<file path="src/design/tlg_pkg.sv">
// shared types, constants and helpers of the turtle line generator
`default_nettype none
package tlg_pkg;

  localparam int HeadW = 25;
  localparam int PosW  = 32;
  localparam int ColW  = 24;
  localparam int CordW = 34;
  localparam int ZW    = 27;
  localparam int CordSteps = 16;

  localparam logic [HeadW-1:0] FULL_TURN    = 25'd23592960;
  localparam logic [HeadW-1:0] HALF_TURN    = 25'd11796480;
  localparam logic [HeadW-1:0] QUARTER_TURN = 25'd5898240;
  localparam logic signed [CordW-1:0] CORDIC_GAIN = 34'sd652032874;

  localparam logic [7:0] SYM_PLUS  = 8'h2B;
  localparam logic [7:0] SYM_MINUS = 8'h2D;
  localparam logic [7:0] SYM_OPEN  = 8'h28;
  localparam logic [7:0] SYM_CLOSE = 8'h29;

  localparam logic [1:0] ST_SEG   = 2'd0;
  localparam logic [1:0] ST_BAD   = 2'd1;
  localparam logic [1:0] ST_EMPTY = 2'd2;
  localparam logic [1:0] ST_FULL  = 2'd3;

  localparam logic [1:0] REG_START = 2'd0;
  localparam logic [1:0] REG_TURN  = 2'd1;
  localparam logic [1:0] REG_COLOR = 2'd2;

  typedef enum logic [2:0] {
    OP_STEP, OP_PLUS, OP_MINUS, OP_OPEN, OP_CLOSE, OP_BAD
  } op_t;

  typedef struct packed {
    op_t  op;
    logic draws;
    logic restart;
  } qent_t;

  typedef struct packed {
    logic [HeadW-1:0] start_mod;
    logic [HeadW-1:0] turn_mod;
    logic [ColW-1:0]  color;
  } cfg_t;

  typedef struct packed {
    logic signed [PosW-1:0] x_start;
    logic signed [PosW-1:0] y_start;
    logic signed [PosW-1:0] x_end;
    logic signed [PosW-1:0] y_end;
    logic [ColW-1:0]        seg_color;
    logic [1:0]             status;
  } seg_t;

  // arctangent of 2^-i in Q6.16 degrees
  function automatic logic [21:0] atan_q16(input logic [3:0] i);
    logic [21:0] r;
    unique case (i)
      4'd0:  r = 22'd2949120;
      4'd1:  r = 22'd1740967;
      4'd2:  r = 22'd919879;
      4'd3:  r = 22'd466945;
      4'd4:  r = 22'd234379;
      4'd5:  r = 22'd117304;
      4'd6:  r = 22'd58666;
      4'd7:  r = 22'd29335;
      4'd8:  r = 22'd14668;
      4'd9:  r = 22'd7334;
      4'd10: r = 22'd3667;
      4'd11: r = 22'd1833;
      4'd12: r = 22'd917;
      4'd13: r = 22'd458;
      4'd14: r = 22'd229;
      default: r = 22'd115;
    endcase
    return r;
  endfunction

  // reduce a value below twice a full turn into one turn
  function automatic logic [HeadW-1:0] wrap_turn(input logic [HeadW:0] v);
    logic [HeadW:0] d;
    d = v - {1'b0, FULL_TURN};
    return (v >= {1'b0, FULL_TURN}) ? d[HeadW-1:0] : v[HeadW-1:0];
  endfunction

endpackage
`default_nettype wire

</file>
<file path="src/design/tlg_if.sv">
// channel interfaces: symbol items, segment items, configuration writes
`default_nettype none
interface tlg_sym_if;
  logic       valid;
  logic       ready;
  logic [7:0] symbol;
  logic       in_alphabet;
  logic       draws;
  logic       restart;
  modport source(output valid, symbol, in_alphabet, draws, restart, input ready);
  modport sink(input valid, symbol, in_alphabet, draws, restart, output ready);
endinterface

`default_nettype wire

</file>
<file path="src/design/tlg_front.sv">
// front end: classifies symbol items and queues them for the back end
`default_nettype none
module tlg_front
  import tlg_pkg::*;
(
  input  wire logic  clk,
  input  wire logic  rst,
  tlg_sym_if.sink    sym,
  output      logic  q_valid,
  output      qent_t q_data,
  input  wire logic  q_pop
);
  qent_t      slot [2];
  logic [1:0] count;
  qent_t      cls;
  logic       push;

  // classify the symbol, alphabet membership wins
  always_comb begin
    cls.draws   = sym.draws;
    cls.restart = sym.restart;
    if (sym.in_alphabet) begin
      cls.op = OP_STEP;
    end else begin
      unique case (sym.symbol)
        SYM_PLUS:  cls.op = OP_PLUS;
        SYM_MINUS: cls.op = OP_MINUS;
        SYM_OPEN:  cls.op = OP_OPEN;
        SYM_CLOSE: cls.op = OP_CLOSE;
        default:   cls.op = OP_BAD;
      endcase
    end
  end

  assign sym.ready = (count != 2'd2);
  assign push      = sym.valid && sym.ready;
  assign q_valid   = (count != 2'd0);
  assign q_data    = slot[0];

  // two entry queue, head in slot 0
  always_ff @(posedge clk) begin
    if (rst) begin
      count <= 2'd0;
    end else begin
      count <= count + {1'b0, push} - {1'b0, q_pop && q_valid};
    end
    if (q_pop && q_valid) begin
      slot[0] <= (count == 2'd2) ? slot[1] : cls;
      if (push) begin
        slot[1] <= cls;
      end
    end else if (push) begin
      if (count == 2'd0) begin
        slot[0] <= cls;
      end else begin
        slot[1] <= cls;
      end
    end
  end
endmodule
`default_nettype wire

</file>
<file path="src/flat_wrapper.sv">
// flat-port wrapper written by rule: the top's interface ports become plain ports
module tlg_front_flat import tlg_pkg::*;
  (clk, rst, q_valid, q_data, q_pop, sym_valid, sym_symbol, sym_in_alphabet, sym_draws, sym_restart, sym_ready);
  tlg_sym_if sym_i ();
  input  wire logic clk;
  input  wire logic rst;
  output      logic q_valid;
  output      qent_t q_data;
  input  wire logic q_pop;
  input wire logic [$bits(sym_i.valid)-1:0] sym_valid;
  input wire logic [$bits(sym_i.symbol)-1:0] sym_symbol;
  input wire logic [$bits(sym_i.in_alphabet)-1:0] sym_in_alphabet;
  input wire logic [$bits(sym_i.draws)-1:0] sym_draws;
  input wire logic [$bits(sym_i.restart)-1:0] sym_restart;
  output wire logic [$bits(sym_i.ready)-1:0] sym_ready;
  assign sym_i.valid = sym_valid;
  assign sym_i.symbol = sym_symbol;
  assign sym_i.in_alphabet = sym_in_alphabet;
  assign sym_i.draws = sym_draws;
  assign sym_i.restart = sym_restart;
  assign sym_ready = sym_i.ready;
  tlg_front u_core (.clk(clk), .rst(rst), .sym(sym_i), .q_valid(q_valid), .q_data(q_data), .q_pop(q_pop));
endmodule
</file>
<file path="config.mk">
export PLATFORM = sky130hd
export DESIGN_NAME = tlg_front_flat
export DESIGN_NICKNAME = d
export VERILOG_FILES = /design/src/design/tlg_pkg.sv /design/src/design/tlg_if.sv /design/src/design/tlg_front.sv /design/src/flat_wrapper.sv
export SDC_FILE = /design/constraint.sdc
export NUM_CORES = 1
export LEC_CHECK = 0
export ABC_AREA = 1
export BUFFER_PORTS_ARGS = -buffer_cell sky130_fd_sc_hd__buf_4
export CAP_MARGIN = 15
export CORE_MARGIN = 4
export CORE_UTILIZATION = 43
export DETAILED_ROUTE_END_ITERATION = 12
export GPL_ROUTABILITY_DRIVEN = 1
export PLACE_DENSITY = 0.72
export SLEW_MARGIN = 30
export SYNTH_ARGS = -nofsm -noshare
export SYNTH_HDL_FRONTEND = slang
export SYNTH_SLANG_ARGS = --single-unit
</file>
<file path="constraint.sdc">
create_clock -name clk -period 1.3 [get_ports clk]
set_input_delay 0.065 -clock clk [delete_from_list [all_inputs] [get_ports clk]]
set_output_delay 0.065 -clock clk [all_outputs]
set_load 0.05 [all_outputs]
</file>
# After elaboration in Yosys (flattened, before gate mapping)
# Memories as Yosys holds them, arrays and structs flattened.
# Index checks and enable logic that the tools add are counted.
# word_totals
reg_bits	2
ramBits	10
elab_cells	34
mem_count	1
# op_classes
addsub	2
eq_ne	6
n_mux	18
bitwise	2
n_reduce_logical	4
# mem_list
memory	depth	width	read_ports	rd_ports_with_merged_regs	wr	line	text
u_core.slot	2	5	2	0	2	tlg_front.sv:13	qent_t slot [2];
# ops
cell	count
$eq A8 B6 Y1 const B	4
$mux W5	3
$mux W1	13
$pmux W3 S4	1
$mux W3	1
$add A2 B1 Y2	1
$eq A2 B2 Y1 const B	1
$logic_and A1 B1 Y1	2
$logic_not A2 Y1	1
$ne A2 B2 Y1 const B	1
$or A1 B1 Y1	2
$reduce_bool A2 Y1	1
$sub A2 B1 Y2	1

# Logic depth before layout (Yosys ltp)
# Gate-level depths: netlist (run 1).
# depth
word_depth	6
mapped_depth	8
depth_no_buf	8

# Worst setup path before layout (run 1)
# No wires, ideal clock.
# synth_timing
path_kind	reg2reg
start	register u_core.count[0]
end	register u_core.count[1]
setup_time_ns	0.115
arrival_time_ns	1.625
setup_slack_ns	-0.440
stages_incl_launch_ff	9
path_cell_list	dfxtp_1 -> inv_1 -> nand2_1 -> inv_1 -> nor2_1 -> ha_1 -> xor2_1 -> nand2_1 -> nor3b_1
# synth_via
elab_chain_len	4
# synth_lines
item	line	text
from (decl)	tlg_front.sv:14	logic [1:0] count;
from (signal assigned)	tlg_front.sv:45	count <= count + {1'b0, push} - {1'b0, q_pop && q_valid};
$ne A2 B2 Y1	tlg_front.sv:35	assign sym.ready = (count != 2'd2);
via sym_ready	flat_wrapper.sv:15	output wire logic [$bits(sym_i.ready)-1:0] sym_ready;
$logic_and A1 B1 Y1	tlg_front.sv:36	assign push = sym.valid && sym.ready;
$add A2 B1 Y2	tlg_front.sv:45	
$sub A2 B1 Y2	tlg_front.sv:45	
# The timed path passes the listed nets, and every way through them passes these cells.
# A chain may end at the register's enable or synchronous reset.

# Final worst setup path (run 1)
# layout_timing
start	register u_core.count[0]
end	register u_core.count[1]
# layout_via
elab_chain_len	4
# layout_lines
item	line
$ne A2 B2 Y1	tlg_front.sv:35
$logic_and A1 B1 Y1	tlg_front.sv:36
$add A2 B1 Y2	tlg_front.sv:45
$sub A2 B1 Y2 (*)	tlg_front.sv:45
# Mark *: on every way between the ends. The rest lies on a longest branch, timed or not.

==> results.py, run 1 <==
metrics = {
    "cells_and_area": {
        "syn_to_final_growth_pct": 42.3,
        "final_nets": 127,
        "fillers": 123,
        "stdcell_count": 125,
        "multi_input_area_um2": 295,
        "antenna_cells": 0,
        "fin_util_pct": 64.5,
        "drive_above_1_share_pct": 36.7,
        "regArea_um2": 343,
    },
    "place": {
        "placedCellCount": 118,
        "dp_hpwl_um": 978,
        "place_congestion": 0.741,
        "io_buffers": 21,
    },
    "detailed_routing": {
        "ant_nets": 0,
        "via_per_inst": 4.28,
        "drtIter0Drc": 4,
        "wl_um": 1220,
        "wire_per_inst_um": 9.77,
        "drc": 0,
        "dr.pass1.iters": 3,
        "vias": 535,
    },
    "grt": {
        "grtUsageMet1_pct": 12.4,
        "grt_pass1_wl_um": 1730,
        "grt_use_met3_pct": 4.51,
        "grt_overflow_total": 0,
        "gr-usage-met2_pct": 19.3,
        "grt_max_degree": 8,
        "busiest_layer": "met2",
        "antenna_found_initial": 0,
        "grt_pass1_vias": 448,
        "grtUsageTotal_pct": 11.5,
    },
    "power_and_ir_drop": {
        "clkPwrFrac_pct": 11.9,
        "switching_power_w": 0.000880,
        "switching_share_pct": 44.5,
        "power_density_nw_per_um2": 2060,
        "leakagePower_nw": 0.493,
        "cellInternalPower_w": 0.00110,
        "power_frac_seq_pct": 31.5,
        "vdd_drop_max_mv": 1.48,
        "p_comb_share_pct": 56.6,
    },
    "synthesis": {
        "synth.top_cell.area_share_pct": 44.5,
        "synthXorXnorAreaFrac_pct": 1.30,
        "synth_warnings": 0,
        "ys_top_cells_by_area": "edfxtp_1 45%, nand2_1 16%, inv_1 8.9%, dfxtp_1 5.9%, buf_4 5.6%",
        "synth.distinct_cells": 15,
        "synthAdderAreaFrac_pct": 3.71,
        "synth_simple_gate_area_share_pct": 28.2,
        "yosysTopAreaCell": "edfxtp_1",
        "synth_top_family_by_area": "simple AND/OR/NAND/NOR gates",
        "yosysSeqAreaShare_pct": 50.5,
        "synth_compound_area_share_pct": 1.86,
        "synth.avg_cell_area_um2": 8.13,
        "netlist_instances": 83,
        "synthMuxAreaShare_pct": 0,
        "ys_ff_latch": 12,
        "synthesis.area_um2": 674,
        "synthesis.nets": 100,
    },
    "sta": {
        "slew_headroom_pct": 78.9,
        "fin_crit_ns": 1.41,
        "finalClockSkew_ns": 0.00169,
        "final_hold_viol_count": 0,
        "fin_ws_ns": -0.112,
        "min_period_over_period_pct": 109,
        "timing.fmax_mhz": 708,
        "setup_viol": 1,
        "rsz0062_at_grt": "true",
        "tightestPinTransition_ns": 0.316,
        "slew_viol_final": 0,
    },
    "cts": {
        "clk_path_buf_depth": 2,
        "clk_pin_slew_worst_paths_ns": 0.07,
        "cts-root-buf": "clkbuf_4",
        "cts_tree": "built",
        "clk_latency_ns": 0.27,
        "cts_made_buffers": 3,
        "htree_num_levels": 1,
        "clock-sinks": 12,
        "cts_setup_buffers": 0,
    },
    "critical_path": {
        "regToRegEndpoint": "u_core.count[1]",
        "critPathCaptureType": "flop",
        "start_kind": "flop",
        "reg2reg_depth": 8,
        "arrival_ns": 1.60,
        "r2r_start": "u_core.count[0]",
        "critPathKind": "reg2reg",
        "critPathRequiredTime_ns": 1.49,
        "cp_max_fo": 3,
        "r2r_slack_ns": -0.11,
    },
    "floorplan": {
        "design.core.area_um2": 1490,
        "initial_core_util_pct": 45.3,
        "die_x_um": 47.6,
        "io_pins": 22,
        "die_area_um2": 2270,
        "die-height_um": 47.6,
        "num_rows": 14,
    },
    "outcome": {
        "outcome": "complete, but fails checks",
        "violations": "setup timing",
    },
    "hold_path": {
        "hold-path-endpoint": "u_core.slot[0][8]",
        "hp-class": "in2reg",
        "hold_depth": 2,
        "hold_path.startpoint": "sym_in_alphabet",
    },
    "run": {
        "cap_viol_max_count": 0,
    },
}
==> cell usage in the layout (no fill, tap or decap), drive strengths merged, types with 2 or more instances in the layout <==
master,n
nor2,11
edfxtp,10
nand2,29
nand4,2
ha,2
clkbuf,4
dfxtp,2
dlygate4sd3,3
inv,16
nand3,2
buf,24
==> Yosys cell counts <==
cell      instances
a21oi_1           1
o21bai_1          1
nand2_2           1
nor3b_1           1
nor2_1           10
dfxtp_1           2
nand2_1          28
buf_4             5
nor2_4            1
nand3_1           2
ha_1              2
inv_1            16
xor2_1            1
edfxtp_1         10
nand4_1           2
==> flip-flops by register name (all words and copies together), names as in the netlist <==
signal / flops
u_core.count: 2
u_core.slot: 10
==> how the worst max path moves through the flow <==
| stage | endpoint | from |
|---|---|---|
| floorplan | u_core.count[1] | u_core.count[0] |
| detailed placement | u_core.count[1] | u_core.count[0] |
| CTS | u_core.count[1] | u_core.count[1] |
| finish | u_core.count[1] | u_core.count[0] |
| global route | u_core.count[1] | u_core.count[0] |
| global placement | u_core.count[1] | u_core.count[0] |
==> cell type report <==
cell class	count	share of cell area [%]
Tap cell	16	2.09
Sequential cell	12	35.7
Clock buffer	4	2.74
Multi-Input combinational cell	50	30.8
Timing Repair Buffer	27	21.9
Inverter	16	6.78
==> critical path, stage by stage, from the launching register on <==
cell     delay (ns)
dfxtp_2        0.34
nor2_4         0.13
nor2_4         0.05
ha_4           0.26
inv_4          0.03
ha_4           0.15
xor2_2         0.13
nor2_1         0.06
nor3b_1        0.16
==> per-layer routing <==
layer  share of wire [%]  up-vias
li1                    -      303
met1                  40      216
met2                  51       14
met3                 7.0        2
met4                 1.3        0
met5                   0        -
==> logic make-up (layout without fill, tap and decap cells) <==
family	count (synthesis)	after routing
AOI/OAI and AO/OA	2	2
xor gates and xnor gates	1	1
adders and majority gates	2	2
buffers and inverters	21	47
DFF	12	12
and+or+nand+nor	45	45
==> per-stage QoR <==
step	cell area (um^2)	worst slack, ns	power [W]	TNS, ns	hold slack, ns
5_1_grt	960	-0.177	0.00211	-0.177	0.0929
3_5_place_dp	855	-0.173	0.00159	-0.173	0.235
6_report	960	-0.112	0.00198	-0.112	0.0963
3_3_place_gp	855	-0.117	0.00157	-0.117	0.232
4_1_cts	915	-0.196	0.00185	-0.196	0.0820
2_1_floorplan	692	-0.0907	0.00136	-0.0907	0.134
==> power by group through the flow <==
stage          clock, W  sequential (W)  combinational, W
4_1_cts        0.000248        0.000614          0.000991
5_1_grt        0.000259        0.000631           0.00122
6_report       0.000235        0.000623           0.00112
3_5_place_dp          0        0.000618          0.000976
3_3_place_gp          0        0.000612          0.000954
2_1_floorplan         0        0.000618          0.000740
==> timing repair <==
item | 4_1_cts | 5_1_grt
resized for setup | 2 | 8
endpoints found under the hold margin | 4 | 0
pin swaps | 4 | 6
hold buffers | 3 | 0
endpoints found under the setup margin | 1 | 2
Power figures use the tool's default switching activity.
==> inputs of run 2 (changes only) <==
--- a/config.mk
+++ b/config.mk
@@ -13,6 +13,7 @@
 export DETAILED_ROUTE_END_ITERATION = 12
 export GPL_ROUTABILITY_DRIVEN = 1
 export PLACE_DENSITY = 0.72
+export SETUP_SLACK_MARGIN = 0.5
 export SLEW_MARGIN = 30
 export SYNTH_ARGS = -nofsm -noshare
 export SYNTH_HDL_FRONTEND = slang
==> run 2 against run 1 <==
Against the previous run:
- the run still ends with setup timing left
- final area is 14% higher
- wire length is 36% higher
- non-clock buffer count is 7 higher
- clock skew is 0.0035 ns higher
- power is 23% higher
- critical endpoint unchanged
- critical path depth stayed put
- clock power is 5% higher
- largest power group unchanged
- utilization is 8.8 points higher
==> results.py, run 2 (same netlist as run 1, synthesis figures left out) <==
metrics = {
    "sta": {
        "timing.fmax_mhz": 680,
        "tightestPinTransition_ns": 0.214,
        "setup_viol": 1,
        "whs_ns": 0.0852,
        "fin_ws_ns": -0.170,
        "finalClockSkew_ns": 0.00520,
        "slew_headroom_pct": 85.7,
        "min_period_over_period_pct": 113,
        "fin_crit_ns": 1.47,
        "final_hold_viol_count": 0,
        "slew_viol_final": 0,
        "rsz0062_at_grt": "true",
    },
    "cells_and_area": {
        "syn_to_final_growth_pct": 61.8,
        "final_cell_mix": "26 x nand2_1, 22 x buf_4, 11 x inv_1",
        "top_register": "u_core.slot",
        "reg.largest.list": "u_core.slot: 10 flops, u_core.count: 2 flops",
        "mostFrequentLayoutCell": "nand2_1",
        "fin_util_pct": 73.3,
        "antenna_cells": 0,
        "fillers": 97,
        "drive_above_1_share_pct": 46.6,
        "final_nets": 134,
        "largest_register_ffs": 10,
    },
    "outcome": {
        "violations": "setup timing",
        "outcome": "complete, but fails checks",
    },
    "grt": {
        "grt_max_degree": 8,
        "grt_pass1_wl_um": 2070,
        "grt_overflow_total": 0,
        "grtUsageTotal_pct": 14.0,
        "grt_pass1_vias": 505,
        "antenna_found_initial": 0,
    },
    "place": {
        "dp_hpwl_um": 901,
        "io_buffers": 21,
        "place_congestion": 0.741,
    },
    "power_and_ir_drop": {
        "clkPwrFrac_pct": 10.1,
        "power_density_nw_per_um2": 2220,
        "vdd_drop_max_mv": 1.54,
        "switching_share_pct": 43.4,
        "p_comb_share_pct": 63.6,
        "switching_power_w": 0.00105,
        "cellInternalPower_w": 0.00137,
        "leakagePower_nw": 0.547,
        "power_frac_seq_pct": 26.3,
        "total_power_w": 0.00243,
    },
    "critical_path": {
        "cp_slowest_stage_delay_ns": 0.36,
        "critPathRequiredTime_ns": 1.47,
        "crit_chain": "nor2_4 > nor2_4 > ha_4 > inv_2 > ha_4 > xor2_2 > nand2_1 > nor3b_2",
        "crit_buf_inv": 1,
        "critPathCaptureType": "flop",
        "critPathKind": "reg2reg",
        "start_kind": "flop",
        "cp_max_fo": 3,
        "cp_top_family": "simple AND/OR/NAND/NOR gates",
        "slowest_stage": "dfxtp_4",
        "arrival_ns": 1.64,
    },
    "detailed_routing": {
        "wire_per_inst_um": 12.6,
        "dr.pass1.iters": 4,
        "drc": 0,
        "wl_um": 1660,
        "drtIter0Drc": 12,
        "vias": 608,
        "ant_nets": 0,
        "via_per_inst": 4.61,
    },
    "floorplan": {
        "design.core.area_um2": 1490,
        "initial_core_util_pct": 45.3,
        "die_x_um": 47.6,
        "num_rows": 14,
        "die_area_um2": 2270,
        "io_pins": 22,
        "die-height_um": 47.6,
    },
    "cts": {
        "htree_num_levels": 1,
        "clk_latency_ns": 0.28,
        "clk_path_buf_depth": 2,
        "cts_made_buffers": 3,
        "clock-sinks": 12,
        "cts_tree": "built",
        "clk_pin_slew_worst_paths_ns": 0.08,
        "cts-root-buf": "clkbuf_4",
    },
    "run": {
        "cap_viol_max_count": 0,
    },
    "hold_path": {
        "hp-class": "in2reg",
    },
}
run 2: cell types whose count changed in the layout (fill, tap and decap cells not counted), moves of 2 or more:
| cell | previous run | this run |
|---|---|---|
| inv_2 | 0 | 2 |
| inv_1 | 14 | 11 |
| buf_8 | 0 | 2 |
| buf_4 | 24 | 22 |
| buf_6 | 0 | 7 |
| nor2_1 | 8 | 6 |
run 2: worst paths after layout:
path | start | end | slack (ns) | depth (start not counted)
max | u_core.count[0] | u_core.count[1] | -0.17 | 8
min | sym_in_alphabet | u_core.slot[0][9] | 0.09 | 2
max reg2reg | u_core.count[0] | u_core.count[1] | -0.17 | 8
min reg2reg | u_core.slot[0][7] | u_core.slot[0][2] | 0.52 | 2
run 2: through the flow:
step	area (um^2)	worst slack (ns)	cells	TNS, ns
3_3_place_gp	856	-0.0952	118	-0.0952
3_5_place_dp	856	-0.173	118	-0.173
6_report	1090	-0.170	132	-0.170
5_1_grt	1090	-0.246	132	-0.336
2_1_floorplan	693	-0.0717	83	-0.0717
4_1_cts	1010	-0.173	129	-0.173
run 2: area by class of cell:
cell class / count / area [um^2] / share of cell area (%)
Inverter: 16 / 70.1 / 6.42
Clock buffer: 3 / 22.5 / 2.06
Multi-Input combinational cell: 50 / 325 / 29.8
Sequential cell: 12 / 345 / 31.7
Clock inverter: 1 / 3.75 / 0.344
Tap cell: 16 / 20.0 / 1.83
Timing Repair Buffer: 34 / 304 / 27.9
run 2: power by group through the flow:
| stage | clock network [W] | registers [W] | logic [W] |
|---|---|---|---|
| 3_3_place_gp | 0 | 0.000615 | 0.000953 |
| 3_5_place_dp | 0 | 0.000618 | 0.000967 |
| 2_1_floorplan | 0 | 0.000621 | 0.000740 |
| 5_1_grt | 0.000271 | 0.000649 | 0.00163 |
| 4_1_cts | 0.000247 | 0.000622 | 0.00127 |
| 6_report | 0.000246 | 0.000639 | 0.00154 |
run 2: what timing repair did:
item,in CTS,in global routing
endpoints found under the setup margin,24,24
endpoints found under the hold margin,4,0
resized for setup,21,12
setup buffers,4,3
hold buffers,3,0
pin swaps,6,9
run 2: worst register-to-register path: cells and delay by family, from the launching register on:
kind,cells,cell delay (ns)
xor gates and xnor gates,1,0.14
adders and majority gates,2,0.40
buffers and inverters,1,0.04
DFF,1,0.36
and+or+nand+nor,4,0.42
run 2: layer usage:
layer  global-route usage [%]  vias to the layer above  part of all wire (%)
met5                        0                        -                     0
met4                     4.84                        0                   1.8
met3                     5.64                        4                   5.7
met2                     25.9                       16                    53
met1                     14.0                      272                    39
li1                         -                      316                     -
